==> src/rtl/rmth_pkg.sv <==
// Package for the running median block: sizes, state encoding and the
// controller/datapath command and status structs. No dependencies.
`default_nettype none
package rmth_pkg;
    localparam int Capacity   = 1024;
    localparam int HeapDepth  = (Capacity + 1) / 2;
    localparam int AddrW      = $clog2(HeapDepth);
    localparam int CntW       = $clog2(HeapDepth + 1);
    localparam int HeldW      = 11;
    localparam int DataW      = 32;
    localparam int MedW       = 33;

    typedef enum logic [3:0] {
        ST_IDLE,
        ST_DECIDE,
        ST_POP_START,
        ST_POP_READ,
        ST_POP_STEP,
        ST_PUSH_START,
        ST_PUSH_READ,
        ST_PUSH_STEP,
        ST_RESULT,
        ST_OUT
    } state_t;

    // Which push comes next in the job sequence.
    typedef enum logic [1:0] {
        JOB_NONE,
        JOB_PUSH_SAMPLE,
        JOB_PUSH_MOVED
    } job_t;

    typedef struct packed {
        logic load_sample;   // capture input sample
        logic pop_start;     // begin pop on heap sel
        logic pop_read;      // issue child reads
        logic pop_step;      // compare children and move
        logic push_start;    // begin push
        logic push_read;     // issue parent read
        logic push_step;     // compare parent and move
        logic heap_sel;      // 0 lower (max), 1 upper (min)
        logic push_moved;    // push the popped top instead of the sample
        logic make_result;   // register median and count
    } cmd_t;

    typedef struct packed {
        logic full;
        logic lower_empty;
        logic counts_equal;
        logic lower_larger;
        logic below_lower_top;
        logic above_lower_top;
        logic below_upper_top;
        logic step_done;     // current sift finished
        logic pop_trivial;   // popped heap became empty
    } stat_t;
endpackage
`default_nettype wire

==> src/rtl/rmth_ctrl.sv <==
// Controller state machine for the running median block.
// Depends on rmth_pkg for state and command types.
`default_nettype none
module rmth_ctrl
    import rmth_pkg::*;
(
    input  wire logic  clk,
    input  wire logic  rst_n,
    input  wire logic  in_fire,
    input  wire logic  out_free,
    input  wire stat_t stat,
    output cmd_t       cmd,
    output logic       busy,
    output logic       result_valid
);
    state_t state_reg, state_next;
    logic   sel_reg, sel_next;
    job_t   job_reg, job_next;
    logic   moved_reg, moved_next;

    always_ff @(posedge clk or negedge rst_n)
    begin
        if (!rst_n)
        begin
            state_reg <= ST_IDLE;
            sel_reg   <= 1'b0;
            job_reg   <= JOB_NONE;
            moved_reg <= 1'b0;
        end
        else
        begin
            state_reg <= state_next;
            sel_reg   <= sel_next;
            job_reg   <= job_next;
            moved_reg <= moved_next;
        end
    end

    always_comb
    begin
        state_next   = state_reg;
        sel_next     = sel_reg;
        job_next     = job_reg;
        moved_next   = moved_reg;
        cmd          = '0;
        cmd.heap_sel = sel_reg;
        cmd.push_moved = moved_reg;
        busy         = 1'b1;
        result_valid = 1'b0;
        unique case (state_reg)
            ST_IDLE:
            begin
                busy = 1'b0;
                cmd.load_sample = in_fire;
                if (in_fire)
                    state_next = ST_DECIDE;
            end
            ST_DECIDE:
            begin
                moved_next = 1'b0;
                job_next   = JOB_NONE;
                if (stat.full)
                    state_next = ST_RESULT;
                else if (stat.lower_empty)
                begin
                    sel_next = 1'b0;
                    state_next = ST_PUSH_START;
                end
                else if (stat.counts_equal)
                begin
                    sel_next = stat.below_lower_top ? 1'b0 : 1'b1;
                    state_next = ST_PUSH_START;
                end
                else if (stat.lower_larger)
                begin
                    if (stat.above_lower_top)
                    begin
                        sel_next = 1'b1;
                        state_next = ST_PUSH_START;
                    end
                    else
                    begin
                        sel_next = 1'b0;
                        job_next = JOB_PUSH_MOVED;
                        state_next = ST_POP_START;
                    end
                end
                else
                begin
                    if (stat.below_upper_top)
                    begin
                        sel_next = 1'b0;
                        state_next = ST_PUSH_START;
                    end
                    else
                    begin
                        sel_next = 1'b1;
                        job_next = JOB_PUSH_MOVED;
                        state_next = ST_POP_START;
                    end
                end
            end
            ST_POP_START:
            begin
                cmd.pop_start = 1'b1;
                state_next = stat.pop_trivial ? ST_PUSH_START : ST_POP_READ;
                if (stat.pop_trivial)
                begin
                    sel_next   = ~sel_reg;
                    moved_next = 1'b1;
                end
            end
            ST_POP_READ:
            begin
                cmd.pop_read = 1'b1;
                state_next = ST_POP_STEP;
            end
            ST_POP_STEP:
            begin
                cmd.pop_step = 1'b1;
                if (stat.step_done)
                begin
                    sel_next   = ~sel_reg;
                    moved_next = 1'b1;
                    state_next = ST_PUSH_START;
                end
                else
                    state_next = ST_POP_READ;
            end
            ST_PUSH_START:
            begin
                cmd.push_start = 1'b1;
                state_next = ST_PUSH_READ;
            end
            ST_PUSH_READ:
            begin
                cmd.push_read = 1'b1;
                state_next = ST_PUSH_STEP;
            end
            ST_PUSH_STEP:
            begin
                cmd.push_step = 1'b1;
                if (stat.step_done)
                begin
                    if (job_reg == JOB_PUSH_MOVED)
                    begin
                        job_next   = JOB_PUSH_SAMPLE;
                        sel_next   = ~sel_reg;
                        moved_next = 1'b0;
                        state_next = ST_PUSH_START;
                    end
                    else
                        state_next = ST_RESULT;
                end
                else
                    state_next = ST_PUSH_READ;
            end
            ST_RESULT:
            begin
                cmd.make_result = 1'b1;
                state_next = ST_OUT;
            end
            ST_OUT:
            begin
                result_valid = 1'b1;
                if (out_free)
                    state_next = ST_IDLE;
            end
            default: state_next = ST_IDLE;
        endcase
    end
endmodule
`default_nettype wire

==> config.mk <==
export PLATFORM = sky130hd
export DESIGN_NAME = rmth_ctrl
export DESIGN_NICKNAME = d
export VERILOG_FILES = /design/src/rtl/rmth_pkg.sv /design/src/rtl/rmth_ctrl.sv
export SDC_FILE = /design/constraint.sdc
export NUM_CORES = 1
export LEC_CHECK = 0
export BUFFER_PORTS_ARGS = -buffer_cell sky130_fd_sc_hd__buf_4
export CORE_MARGIN = 2
export CORE_UTILIZATION = 44
export DETAILED_ROUTE_END_ITERATION = 10
export PLACE_DENSITY = 0.74
export SYNTH_ARGS = -nofsm -noshare
export SYNTH_HDL_FRONTEND = slang
export SYNTH_SLANG_ARGS = --single-unit
==> constraint.sdc <==
create_clock -name clk -period 1.53 [get_ports clk]
set_clock_uncertainty 0.2 [all_clocks]
set_input_delay 0.306 -clock clk [delete_from_list [all_inputs] [get_ports clk]]
set_output_delay 0.306 -clock clk [all_outputs]
set_load 0.03 [all_outputs]
==> results of run 1 <==
-- per-stage QoR --
| step | instances | hold WS (ns) | util, % |
|---|---|---|---|
| 2_1_floorplan | 94 | -0.190 | - |
| 3_3_place_gp | 145 | -0.0684 | 73.6 |
| 3_5_place_dp | 145 | -0.0669 | 73.6 |
| 4_1_cts | 164 | 0.0338 | 90.9 |
-- cells by family after synthesis --
family | share of synthesized area (%)
compound gates | 22.8
buf+inv | 12.1
flops | 27.3
mux | 3.41
simple gates | 34.4
-- synth_stat cells (2+ instances only) --
library cell / count
buf_2: 5
and4b_1: 2
nor3_1: 5
o21ai_0: 5
and3_1: 2
inv_1: 5
nor2b_1: 3
buf_6: 2
dfrtp_1: 8
a21oi_1: 4
a31oi_1: 4
buf_4: 3
nand2_1: 10
o221ai_1: 2
nor2_1: 10
nand2b_1: 7
-- timing repair --
item	4_1_cts
pin swaps	8
setup endpoints to repair	16
setup buffers	15
endpoints found under the hold margin	8
gates resized for setup	31
hold buffers	1
==> flow_metrics.py, run 1 <==
metrics = {
    "yosys": {
        "synth_flop_cell": "dfrtp_1",
        "yosys.area.top_type_share_pct": 27.3,
        "synth_sequential_area_ratio_pct": 27.3,
        "ys_async_sr_fraction_pct": 100,
        "synthCells": 94,
        "post_synth.cell_area_avg_um2": 7.81,
        "yosys.cell_types.count": 33,
        "yosys_warnings": 0,
        "synth_edf_count": 0,
        "post_synth_instance_area_um2": 734,
        "netlist.top_cell.by_area": "dfrtp_1",
        "post_synth_main_area_contributors": "dfrtp_1, nand2b_1, nand2_1, nor2_1, a31oi_1",
        "synth.net_count": 107,
        "ys_seq_elements": 8,
    },
    "outcome": {
        "run_status": "did not finish",
        "exit_stage": "global routing",
        "first-error": "[ERROR DPL-0038] Utilization greater than 100%, impossible to legalize",
    },
    "clocking": {
        "ctsRootBufferMaster": "clkbuf_4",
        "cts_buffers": 3,
        "clock_sink_count": 8,
        "cts_buffer_depth": 2,
        "htreeDepth": 1,
    },
    "sta": {
        "worst_endpoint": "cmd[7]",
        "worst_endpoint_kind": "top-level output",
    },
    "placed_design": {
        "place_area_mm2": 0.00113,
        "post-place-ws_ns": -0.195,
        "portBuffers": 24,
        "hpwl_mm": 1.63,
        "gp_congestion": 0.841,
    },
    "floorplan": {
        "boundaryPins": 25,
        "initial_standard_cell_utilization_of_the_core_pct": 47.6,
        "dieWidth_um": 44.9,
        "rows": 14,
        "die-height_um": 44.9,
    },
    "global_route": {
        "maximum_number_of_pins_on_one_net_before_global_route_repair": 9,
    },
}
==> run 2: changes to the inputs <==
--- a/config.mk
+++ b/config.mk
@@ -6,10 +6,10 @@
 export NUM_CORES = 1
 export LEC_CHECK = 0
 export BUFFER_PORTS_ARGS = -buffer_cell sky130_fd_sc_hd__buf_4
-export CORE_MARGIN = 2
-export CORE_UTILIZATION = 44
+export CORE_AREA = 2 2 63 65
 export DETAILED_ROUTE_END_ITERATION = 10
-export PLACE_DENSITY = 0.74
+export DIE_AREA = 0 0 65 67
+export PLACE_DENSITY_LB_ADDON = 0.15
 export SYNTH_ARGS = -nofsm -noshare
 export SYNTH_HDL_FRONTEND = slang
 export SYNTH_SLANG_ARGS = --single-unit
==> constraint.sdc (replaced) <==
create_clock -name clk -period 2 [get_ports clk]
set_clock_uncertainty 0.2 [all_clocks]
set_input_delay 0.4 -clock clk [delete_from_list [all_inputs] [get_ports clk]]
set_output_delay 0.4 -clock clk [all_outputs]
set_load 0.03 [all_outputs]
==> run 2 against run 1 <==
Against the previous run: the run now ends clean; synthesized cell count stayed put; synthesized area stayed put.
==> flow_metrics.py, run 2 <==
metrics = {
    "outcome": {
        "run_status": "completed",
    },
    "global_route": {
        "grt_pass1_wl_mm": 3.30,
        "grt_overflow_total": 0,
        "grt_pass1_vias": 754,
        "maximum_number_of_pins_on_one_net_before_global_route_repair": 19,
        "aggregate_global_route_resource_usage_pct": 9.82,
        "initial_antenna_violation_count": 0,
    },
    "placed_design": {
        "gp_congestion": 0.783,
        "portBuffers": 24,
        "hpwl_mm": 1.66,
        "place_area_um2": 968,
    },
    "hold_path": {
        "timing.hold.worst_endpoint": "state_reg[0]",
        "hold_depth": 2,
        "hp-start": "out_free",
        "hp-class": "in2reg",
    },
    "final_layout": {
        "n_antenna_cell": 0,
        "drive_gt1_share_pct": 35.6,
        "final_common_cell": "buf_4",
        "design_area_mm2": 0.00103,
        "fillCellCount": 394,
        "nNetsFinal": 133,
        "largest_reg_flops": 4,
        "area_growth_pct": 39.7,
        "mostFrequentLayoutCells": "buf_4, nand2_1, nor2_1",
    },
    "worst_setup_path": {
        "worst-setup-path-type": "reg2out",
        "regToRegStartpoint": "state_reg[3]",
        "timing.critical_path.to_type": "output pin",
        "worst_ep_required_time_ns": 1.40,
        "path_buf_inv": 2,
        "crit_path_cell_trace": "buf_4, nand2b_1, nor2_1, buf_4",
        "timing.critical_path.mode_cell": "buf_4",
        "cp.arrival_ns": 1.31,
        "ff2ff_path_depth": 5,
        "regToRegSetupSlack_ns": 0.23,
        "cpMaxStageDelayCell": "dfrtp_2",
        "critPathTopFamily": "flip-flops",
        "cp_max_fo": 6,
        "biggest_cell_delay_along_the_critical_path_ns": 0.44,
        "crit-reg2reg-capture": "sel_reg",
        "critPathLaunchType": "flip-flop",
    },
    "clocking": {
        "clock_latency_ns": 0.23,
        "htreeDepth": 1,
        "cts_buffers": 3,
        "cts_buffer_depth": 2,
        "clock_sink_count": 8,
        "cts_tree": "done",
        "ctsRootBufferMaster": "clkbuf_8",
        "cts.reportedPaths.clkPinSlew_ns": 0.04,
        "cts_setup_buffers": 0,
    },
    "route": {
        "firstDrtPassIters": 4,
        "met3_length_um": 160,
        "detailed_route_wl_mm": 2.00,
        "highest-signal-layer": "met3",
        "routed_wire_per_std_cell_um": 12.0,
        "met1Wirelength_um": 813,
        "route.met2.wl_mm": 1.02,
        "detail-route-antenna-nets": 0,
        "drc": 0,
        "dr_total_vias": 778,
        "vias_per_std_cell": 4.69,
        "drtIter0Drc": 35,
    },
    "yosys": {
        "yosys.cell_types.count": 33,
        "synth_flop_cell": "dfrtp_1",
        "netlist.top_cell.by_area": "dfrtp_1",
        "yosys.area.top_type_share_pct": 27.3,
        "post_synth_instance_area_um2": 734,
        "synth.top_cells.by_count": "nand2_1, nor2_1, dfrtp_1, nand2b_1",
        "ys_seq_elements": 8,
        "post_synth.cell_area_avg_um2": 7.81,
        "synth_edf_count": 0,
        "yosys_warnings": 0,
        "ys_async_sr_fraction_pct": 100,
        "synth_sequential_area_ratio_pct": 27.3,
        "synthCells": 94,
        "synth.net_count": 107,
        "post_synth_main_area_contributors": "dfrtp_1, nand2b_1, nand2_1, nor2_1, a31oi_1",
    },
    "sta": {
        "post-route-min-period_ns": 1.91,
        "fin_crit_sh_pct": 95.7,
        "finalSetupViolCount": 0,
        "finalSetupTns_ns": 0,
        "final_slew_violations": 0,
        "grt_setup_unrepaired": "no",
        "slew_headroom_pct": 79.1,
        "worst_pin_slew_ns": 0.312,
        "clock.fmax_ghz": 0.523,
        "finalHoldViolations": 0,
    },
    "pwr": {
        "power.ir.vdd_worst_v": 0.000354,
        "p_leak_nw": 0.477,
        "power_per_cell_area_mw_per_mm2": 1460,
    },
    "floorplan": {
        "rows": 22,
        "die-height_um": 67,
        "initial_standard_cell_utilization_of_the_core_pct": 20.4,
        "boundaryPins": 25,
        "fp.dieArea_mm2": 0.00436,
        "dieWidth_um": 65,
        "core_mm2": 0.00361,
    },
    "job": {
        "drv_cap": 0,
    },
}
-- run 2: cell counts after synthesis --
Identical to the previous run, type by type.
-- run 2: how the worst max path moves through the flow --
stage | start | to | slack (ns) | depth (start not counted)
global placement | state_reg[1] | sel_reg | 0.14 | 4
global route | state_reg[3] | cmd[5] | 0.0008 | 4
floorplan | state_reg[2] | result_valid | 0.14 | 4
CTS | state_reg[2] | cmd[9] | 0.07 | 3
finish | state_reg[3] | cmd[5] | 0.09 | 4
detailed placement | state_reg[1] | sel_reg | 0.09 | 4
-- run 2: cell type report --
cell class | count | area [um2] | area share [%]
Sequential cell | 8 | 204 | 19.9
Inverter | 5 | 18.8 | 1.83
Multi-Input combinational cell | 71 | 467 | 45.5
Clock buffer | 3 | 41.3 | 4.02
Tap cell | 48 | 60.1 | 5.85
Timing Repair Buffer | 31 | 235 | 22.9
-- run 2: logic make-up (layout without fill, tap and decap cells) --
group / count (synthesis) / count (layout) / synth area share, %
buffers and inverters: 15 / 39 / 12.1
muxes: 2 / 2 / 3.41
and+or+nand+nor: 44 / 44 / 34.4
AOI/OAI and AO/OA: 25 / 25 / 22.8
DFF: 8 / 8 / 27.3
-- run 2: power breakdown --
| group | switching [mW] | internal [mW] |
|---|---|---|
| clock | 0.0656 | 0.131 |
| sequential | 0.127 | 0.231 |
| combinational | 0.524 | 0.423 |
-- run 2: layer usage --
metal  global-route usage, %  up-vias
met5                       0        -
met4                    1.60        0
met3                    2.70        0
met2                    17.1       30
met1                    12.2      364
li1                        -      384
-- run 2: what timing repair did --
item | in CTS | in global routing
setup endpoints to repair | 9 | 4
gates resized for setup | 2 | 2
hold buffers | 1 | 0
cloned | 0 | 0
endpoints found under the hold margin | 8 | 0
-- run 2: stage by stage --
stage               hold slack (ns)  setup WS, ns  std cells  util (%)  total power [mW]
floorplan                   -0.0956         0.135         94         -              1.06
global placement             0.0319         0.137        162      26.9              1.31
detailed placement           0.0299        0.0862        162      26.9              1.31
CTS                           0.218        0.0683        166      28.3              1.51
global route                  0.218      0.000764        166      28.5              1.62
finish                        0.220        0.0863        166      28.5              1.50
Power figures use the tool's default switching activity.
==> run 3: changes to the inputs <==
--- a/config.mk
+++ b/config.mk
@@ -10,6 +10,8 @@
 export DETAILED_ROUTE_END_ITERATION = 10
 export DIE_AREA = 0 0 65 67
 export PLACE_DENSITY_LB_ADDON = 0.15
+export SKIP_CTS_REPAIR_TIMING = 1
+export SLEW_MARGIN = 20
 export SYNTH_ARGS = -nofsm -noshare
 export SYNTH_HDL_FRONTEND = slang
 export SYNTH_SLANG_ARGS = --single-unit
==> constraint.sdc (replaced) <==
create_clock -name clk -period 2 [get_ports clk]
set_clock_uncertainty 0.2 [all_clocks]
set_input_delay 0 -clock clk [delete_from_list [all_inputs] [get_ports clk]]
set_output_delay 0 -clock clk [all_outputs]
set_load 0.03 [all_outputs]
==> run 3 against run 2 <==
Against the previous run: the flow now finishes with violations (hold timing); highest routed layer unchanged; setup slack better by 0.062 ns; critical path depth stayed put; global-route usage is 0.16 points lower; non-clock buffer count is 2 higher; largest cell class unchanged; sequential share of layout area is 0.53 points lower; register-to-register slack worse by 0.08 ns; core utilization is 0.24 points higher; count of clock-buffer cells in the layout stayed put; maximum frequency is 3.3% higher.
==> flow_metrics.py, run 3 (synthesized netlist as in run 2, its figures left out) <==
metrics = {
    "floorplan": {
        "die-height_um": 67,
        "dieWidth_um": 65,
        "rows": 22,
        "fp.dieArea_mm2": 0.00436,
        "core_mm2": 0.00361,
        "initial_standard_cell_utilization_of_the_core_pct": 20.4,
        "boundaryPins": 25,
    },
    "sta": {
        "post-route-worst-setup-slack_ns": 0.148,
        "finalSetupViolCount": 0,
        "final_slew_violations": 0,
        "clock.fmax_ghz": 0.540,
        "worst_pin_slew_ns": 0.509,
        "post-route-min-period_ns": 1.85,
        "finalSetupTns_ns": 0,
        "fin_crit_sh_pct": 92.6,
        "fin_hold_ws_ns": -0.0135,
        "finalHoldViolations": 1,
        "slew_headroom_pct": 66.0,
        "grt_setup_unrepaired": "no",
    },
    "pwr": {
        "p_sw_mw": 0.704,
        "switching_share_of_power_pct": 48.1,
        "power.ir.vdd_worst_v": 0.000323,
        "clock_power_share_pct": 13.5,
        "pwr-share-comb_pct": 60.1,
        "cell_internal_power_mw": 0.758,
        "power_per_cell_area_mw_per_mm2": 1410,
        "sequentialPowerShare_pct": 26.3,
        "p_leak_nw": 0.482,
    },
    "route": {
        "detail-route-antenna-nets": 0,
        "routed_wire_per_std_cell_um": 12.2,
        "detailed_route_wl_mm": 2.05,
        "drc": 0,
        "dr_total_vias": 787,
        "drtIter0Drc": 41,
        "firstDrtPassIters": 4,
        "vias_per_std_cell": 4.68,
    },
    "worst_setup_path": {
        "cp.arrival_ns": 1.77,
        "worst_ep_required_time_ns": 1.91,
        "worst-setup-path-type": "reg2reg",
        "cp_max_fo": 12,
        "timing.critical_path.to_type": "flip-flop",
        "critPathLaunchType": "flip-flop",
    },
    "clocking": {
        "cts.reportedPaths.clkPinSlew_ns": 0.04,
        "htreeDepth": 1,
        "clock_sink_count": 8,
        "cts_buffers": 3,
        "ctsRootBufferMaster": "clkbuf_8",
        "clock_latency_ns": 0.23,
        "cts_buffer_depth": 2,
        "cts_tree": "done",
    },
    "final_layout": {
        "fillCellCount": 389,
        "final_core_utilization_pct": 28.7,
        "post_layout_nonfiller_instances": 168,
        "nNetsFinal": 135,
        "drive_gt1_share_pct": 28.3,
        "largest_reg_flops": 4,
        "seq_cell_area_um2": 200,
        "mostFrequentLayoutCells": "buf_4, nand2_1, nor2_1",
        "area_of_the_multi_input_gates_um2": 454,
        "n_antenna_cell": 0,
        "area_growth_pct": 40.9,
        "final_common_cell": "buf_4",
    },
    "placed_design": {
        "post-place-ws_ns": 0.165,
        "hpwl_mm": 1.59,
        "gp_congestion": 0.824,
        "portBuffers": 24,
        "placedCellCount": 160,
    },
    "job": {
        "drv_cap": 0,
    },
    "outcome": {
        "failed_checks": "hold timing",
        "run_status": "finished, violations left",
    },
    "global_route": {
        "grt_pass1_wl_mm": 3.28,
        "initial_antenna_violation_count": 0,
        "use_met1_pct": 11.9,
        "global_route.usage.met3_pct": 3.21,
        "maximum_number_of_pins_on_one_net_before_global_route_repair": 17,
        "globalRouteMet2Util_pct": 16.9,
        "grt_pass1_vias": 705,
        "aggregate_global_route_resource_usage_pct": 9.65,
        "busiest_layer_in_global_routing": "met2",
        "grt_overflow_total": 0,
    },
    "hold_path": {
        "hp-class": "in2reg",
    },
}
-- run 3: worst max-delay path, cell delays in order (launching register included) --
cell and delay (ns):
dfrtp_1 0.63, inv_1 0.17, o221ai_1 0.26, nand4_1 0.16
mux2_4 0.32
-- run 3: final cells by class --
class | instances | share of cell area, %
multi-input cells | 71 | 43.9
clock buffers | 3 | 3.99
flip-flops and latches | 8 | 19.3
inverters | 5 | 1.81
repair buffers | 33 | 25.2
well taps | 48 | 5.80
-- run 3: final timing paths --
| path | from | to | slack (ns) | cells past startpoint |
|---|---|---|---|---|
| worst min register to register | job_reg[0] | job_reg[0] | 0.32 | 1 |
| worst max register to register | state_reg[1] | sel_reg | 0.15 | 4 |
| worst max-delay path | state_reg[1] | sel_reg | 0.15 | 4 |
| min in group asynchronous | rst_n | state_reg[1] | 0.57 | 3 |
| worst min-delay path | in_fire | state_reg[0] | -0.01 | 5 |
| max in group asynchronous | rst_n | state_reg[0] | 0.74 | 3 |
-- run 3: power groups by stage --
stage | clock network (mW) | registers (mW) | logic, mW
after CTS | 0.205 | 0.384 | 0.880
after global routing | 0.216 | 0.405 | 0.957
after floorplan | 0 | 0.266 | 0.785
after global placement | 0 | 0.386 | 0.887
after detailed placement | 0 | 0.388 | 0.876
final | 0.198 | 0.385 | 0.879
-- run 3: through the flow --
stage / power (mW) / cell area [um2]
CTS: 1.47 / 985
finish: 1.46 / 1030
global route: 1.58 / 1030
global placement: 1.27 / 943
detailed placement: 1.26 / 943
floorplan: 1.05 / 743
-- run 3: layer usage --
metal	vias to the layer above	wire length, um
met3	0	112
met1	368	902
met5	-	0
li1	394	-
met2	25	1030
met4	0	0
==> run 4: changes to the inputs <==
--- a/config.mk
+++ b/config.mk
@@ -7,9 +7,11 @@
 export LEC_CHECK = 0
 export BUFFER_PORTS_ARGS = -buffer_cell sky130_fd_sc_hd__buf_4
 export CORE_AREA = 2 2 63 65
+export CTS_CLUSTER_SIZE = 12
 export DETAILED_ROUTE_END_ITERATION = 10
 export DIE_AREA = 0 0 65 67
 export PLACE_DENSITY_LB_ADDON = 0.15
+export RECOVER_POWER = 25
 export SKIP_CTS_REPAIR_TIMING = 1
 export SLEW_MARGIN = 20
 export SYNTH_ARGS = -nofsm -noshare
==> run 4 against run 3 <==
Against the previous run: the run still ends with hold timing left; global-route usage is the same; cell count unchanged; die area unchanged; critical path depth did not move; total power fell by 1.1%; critical path type unchanged; largest cell class unchanged.
==> flow_metrics.py, run 4 (synthesized netlist as in run 2, its figures left out) <==
metrics = {
    "outcome": {
        "run_status": "finished, violations left",
        "failed_checks": "hold timing",
    },
    "pwr": {
        "switching_share_of_power_pct": 48.7,
        "sequentialPowerShare_pct": 26.6,
        "power.ir.vdd_worst_v": 0.000323,
        "p_sw_mw": 0.704,
        "power_per_cell_area_mw_per_mm2": 1410,
        "clock_power_share_pct": 13.7,
        "cell_internal_power_mw": 0.742,
        "pwr-share-comb_pct": 59.7,
        "p_leak_nw": 0.475,
    },
    "final_layout": {
        "nNetsFinal": 135,
        "drive_gt1_share_pct": 26.7,
        "mostFrequentLayoutCells": "buf_4, nand2_1, nor2_1",
        "final_core_utilization_pct": 28.5,
        "largest_reg_flops": 4,
        "fillCellCount": 388,
        "n_antenna_cell": 0,
        "area_growth_pct": 39.9,
        "final_common_cell": "buf_4",
    },
    "worst_setup_path": {
        "regToRegSetupSlack_ns": 0.15,
        "worst_ep_required_time_ns": 1.91,
        "cp_max_fo": 12,
        "crit_path_cell_trace": "inv_1, o221ai_1, nand4_1, mux2_4",
        "cp.arrival_ns": 1.77,
        "regToRegStartpoint": "state_reg[1]",
        "biggest_cell_delay_along_the_critical_path_ns": 0.63,
        "critPathLaunchType": "flip-flop",
        "crit-reg2reg-capture": "sel_reg",
        "cpMaxStageDelayCell": "dfrtp_1",
        "worst-setup-path-type": "reg2reg",
        "timing.critical_path.to_type": "flip-flop",
        "ff2ff_path_depth": 4,
    },
    "sta": {
        "final_slew_violations": 0,
        "clock.fmax_ghz": 0.540,
        "post-route-min-period_ns": 1.85,
        "finalSetupTns_ns": 0,
        "slew_headroom_pct": 66.0,
        "grt_setup_unrepaired": "no",
        "finalSetupViolCount": 0,
        "worst_pin_slew_ns": 0.509,
        "fin_crit_sh_pct": 92.6,
        "fin_hold_ws_ns": -0.00461,
        "finalHoldViolations": 1,
    },
    "floorplan": {
        "core_mm2": 0.00361,
        "initial_standard_cell_utilization_of_the_core_pct": 20.4,
        "fp.dieArea_mm2": 0.00436,
        "rows": 22,
        "dieWidth_um": 65,
        "die-height_um": 67,
        "boundaryPins": 25,
    },
    "clocking": {
        "cts_buffer_depth": 2,
        "clock_latency_ns": 0.23,
        "cts_tree": "done",
        "ctsRootBufferMaster": "clkbuf_8",
        "cts_buffers": 3,
        "htreeDepth": 1,
        "clock_sink_count": 8,
        "cts.reportedPaths.clkPinSlew_ns": 0.04,
    },
    "route": {
        "firstDrtPassIters": 4,
        "drtIter0Drc": 41,
        "detail-route-antenna-nets": 0,
        "drc": 0,
        "vias_per_std_cell": 4.71,
        "routed_wire_per_std_cell_um": 12.2,
        "dr_total_vias": 791,
        "detailed_route_wl_mm": 2.05,
    },
    "placed_design": {
        "portBuffers": 24,
        "gp_congestion": 0.824,
        "hpwl_mm": 1.59,
    },
    "hold_path": {
        "hold_depth": 5,
        "hp-start": "in_fire",
        "hp-class": "in2reg",
        "timing.hold.worst_endpoint": "state_reg[0]",
    },
    "global_route": {
        "aggregate_global_route_resource_usage_pct": 9.65,
        "grt_pass1_wl_mm": 3.28,
        "grt_pass1_vias": 705,
        "initial_antenna_violation_count": 0,
        "maximum_number_of_pins_on_one_net_before_global_route_repair": 17,
        "grt_overflow_total": 0,
    },
    "job": {
        "drv_cap": 0,
    },
}
-- run 4: routing by layer --
layer | up-vias | share of wire (%) | track usage [%]
li1 | 394 | - | -
met1 | 370 | 43 | 11.9
met2 | 27 | 50 | 16.9
met3 | 0 | 6.2 | 3.21
met4 | 0 | 0 | 0.798
met5 | - | 0 | 0
-- run 4: area by class of cell --
type	count	area, um2	area share, %
Tap cell	48	60.1	5.85
Multi-Input combinational cell	71	454	44.2
Timing Repair Buffer	33	253	24.6
Inverter	5	18.8	1.83
Clock buffer	3	41.3	4.02
Sequential cell	8	200	19.5
-- run 4: worst max-delay path by stage --
stage                             from      end  slack [ns]  depth (start not counted)
after floorplan           state_reg[1]  sel_reg        0.16                          5
after global placement    state_reg[2]  sel_reg        0.20                          4
after detailed placement  state_reg[1]  sel_reg        0.16                          4
after CTS                 state_reg[1]  sel_reg        0.15                          4
after global routing      state_reg[1]  sel_reg        0.01                          4
final                     state_reg[1]  sel_reg        0.15                          4
-- run 4: critical path: cells and delay by family, from the launching register on --
family	cells	cell delay, ns
buf+inv	1	0.17
flops	1	0.63
mux	1	0.32
simple gates	1	0.16
compound gates	1	0.26
-- run 4: through the flow --
stage	instances	cell area [um2]	total power [mW]	setup slack [ns]
floorplan	94	743	1.05	0.158
global placement	160	943	1.27	0.203
detailed placement	160	943	1.26	0.165
CTS	163	985	1.47	0.146
global route	168	1030	1.56	0.00977
finish	168	1030	1.45	0.148
-- run 4: power groups by stage --
stage               clock network, mW  logic (mW)  registers (mW)
global route                    0.216       0.940           0.404
finish                          0.198       0.864           0.384
floorplan                           0       0.785           0.266
CTS                             0.205       0.880           0.384
detailed placement                  0       0.876           0.388
global placement                    0       0.887           0.386
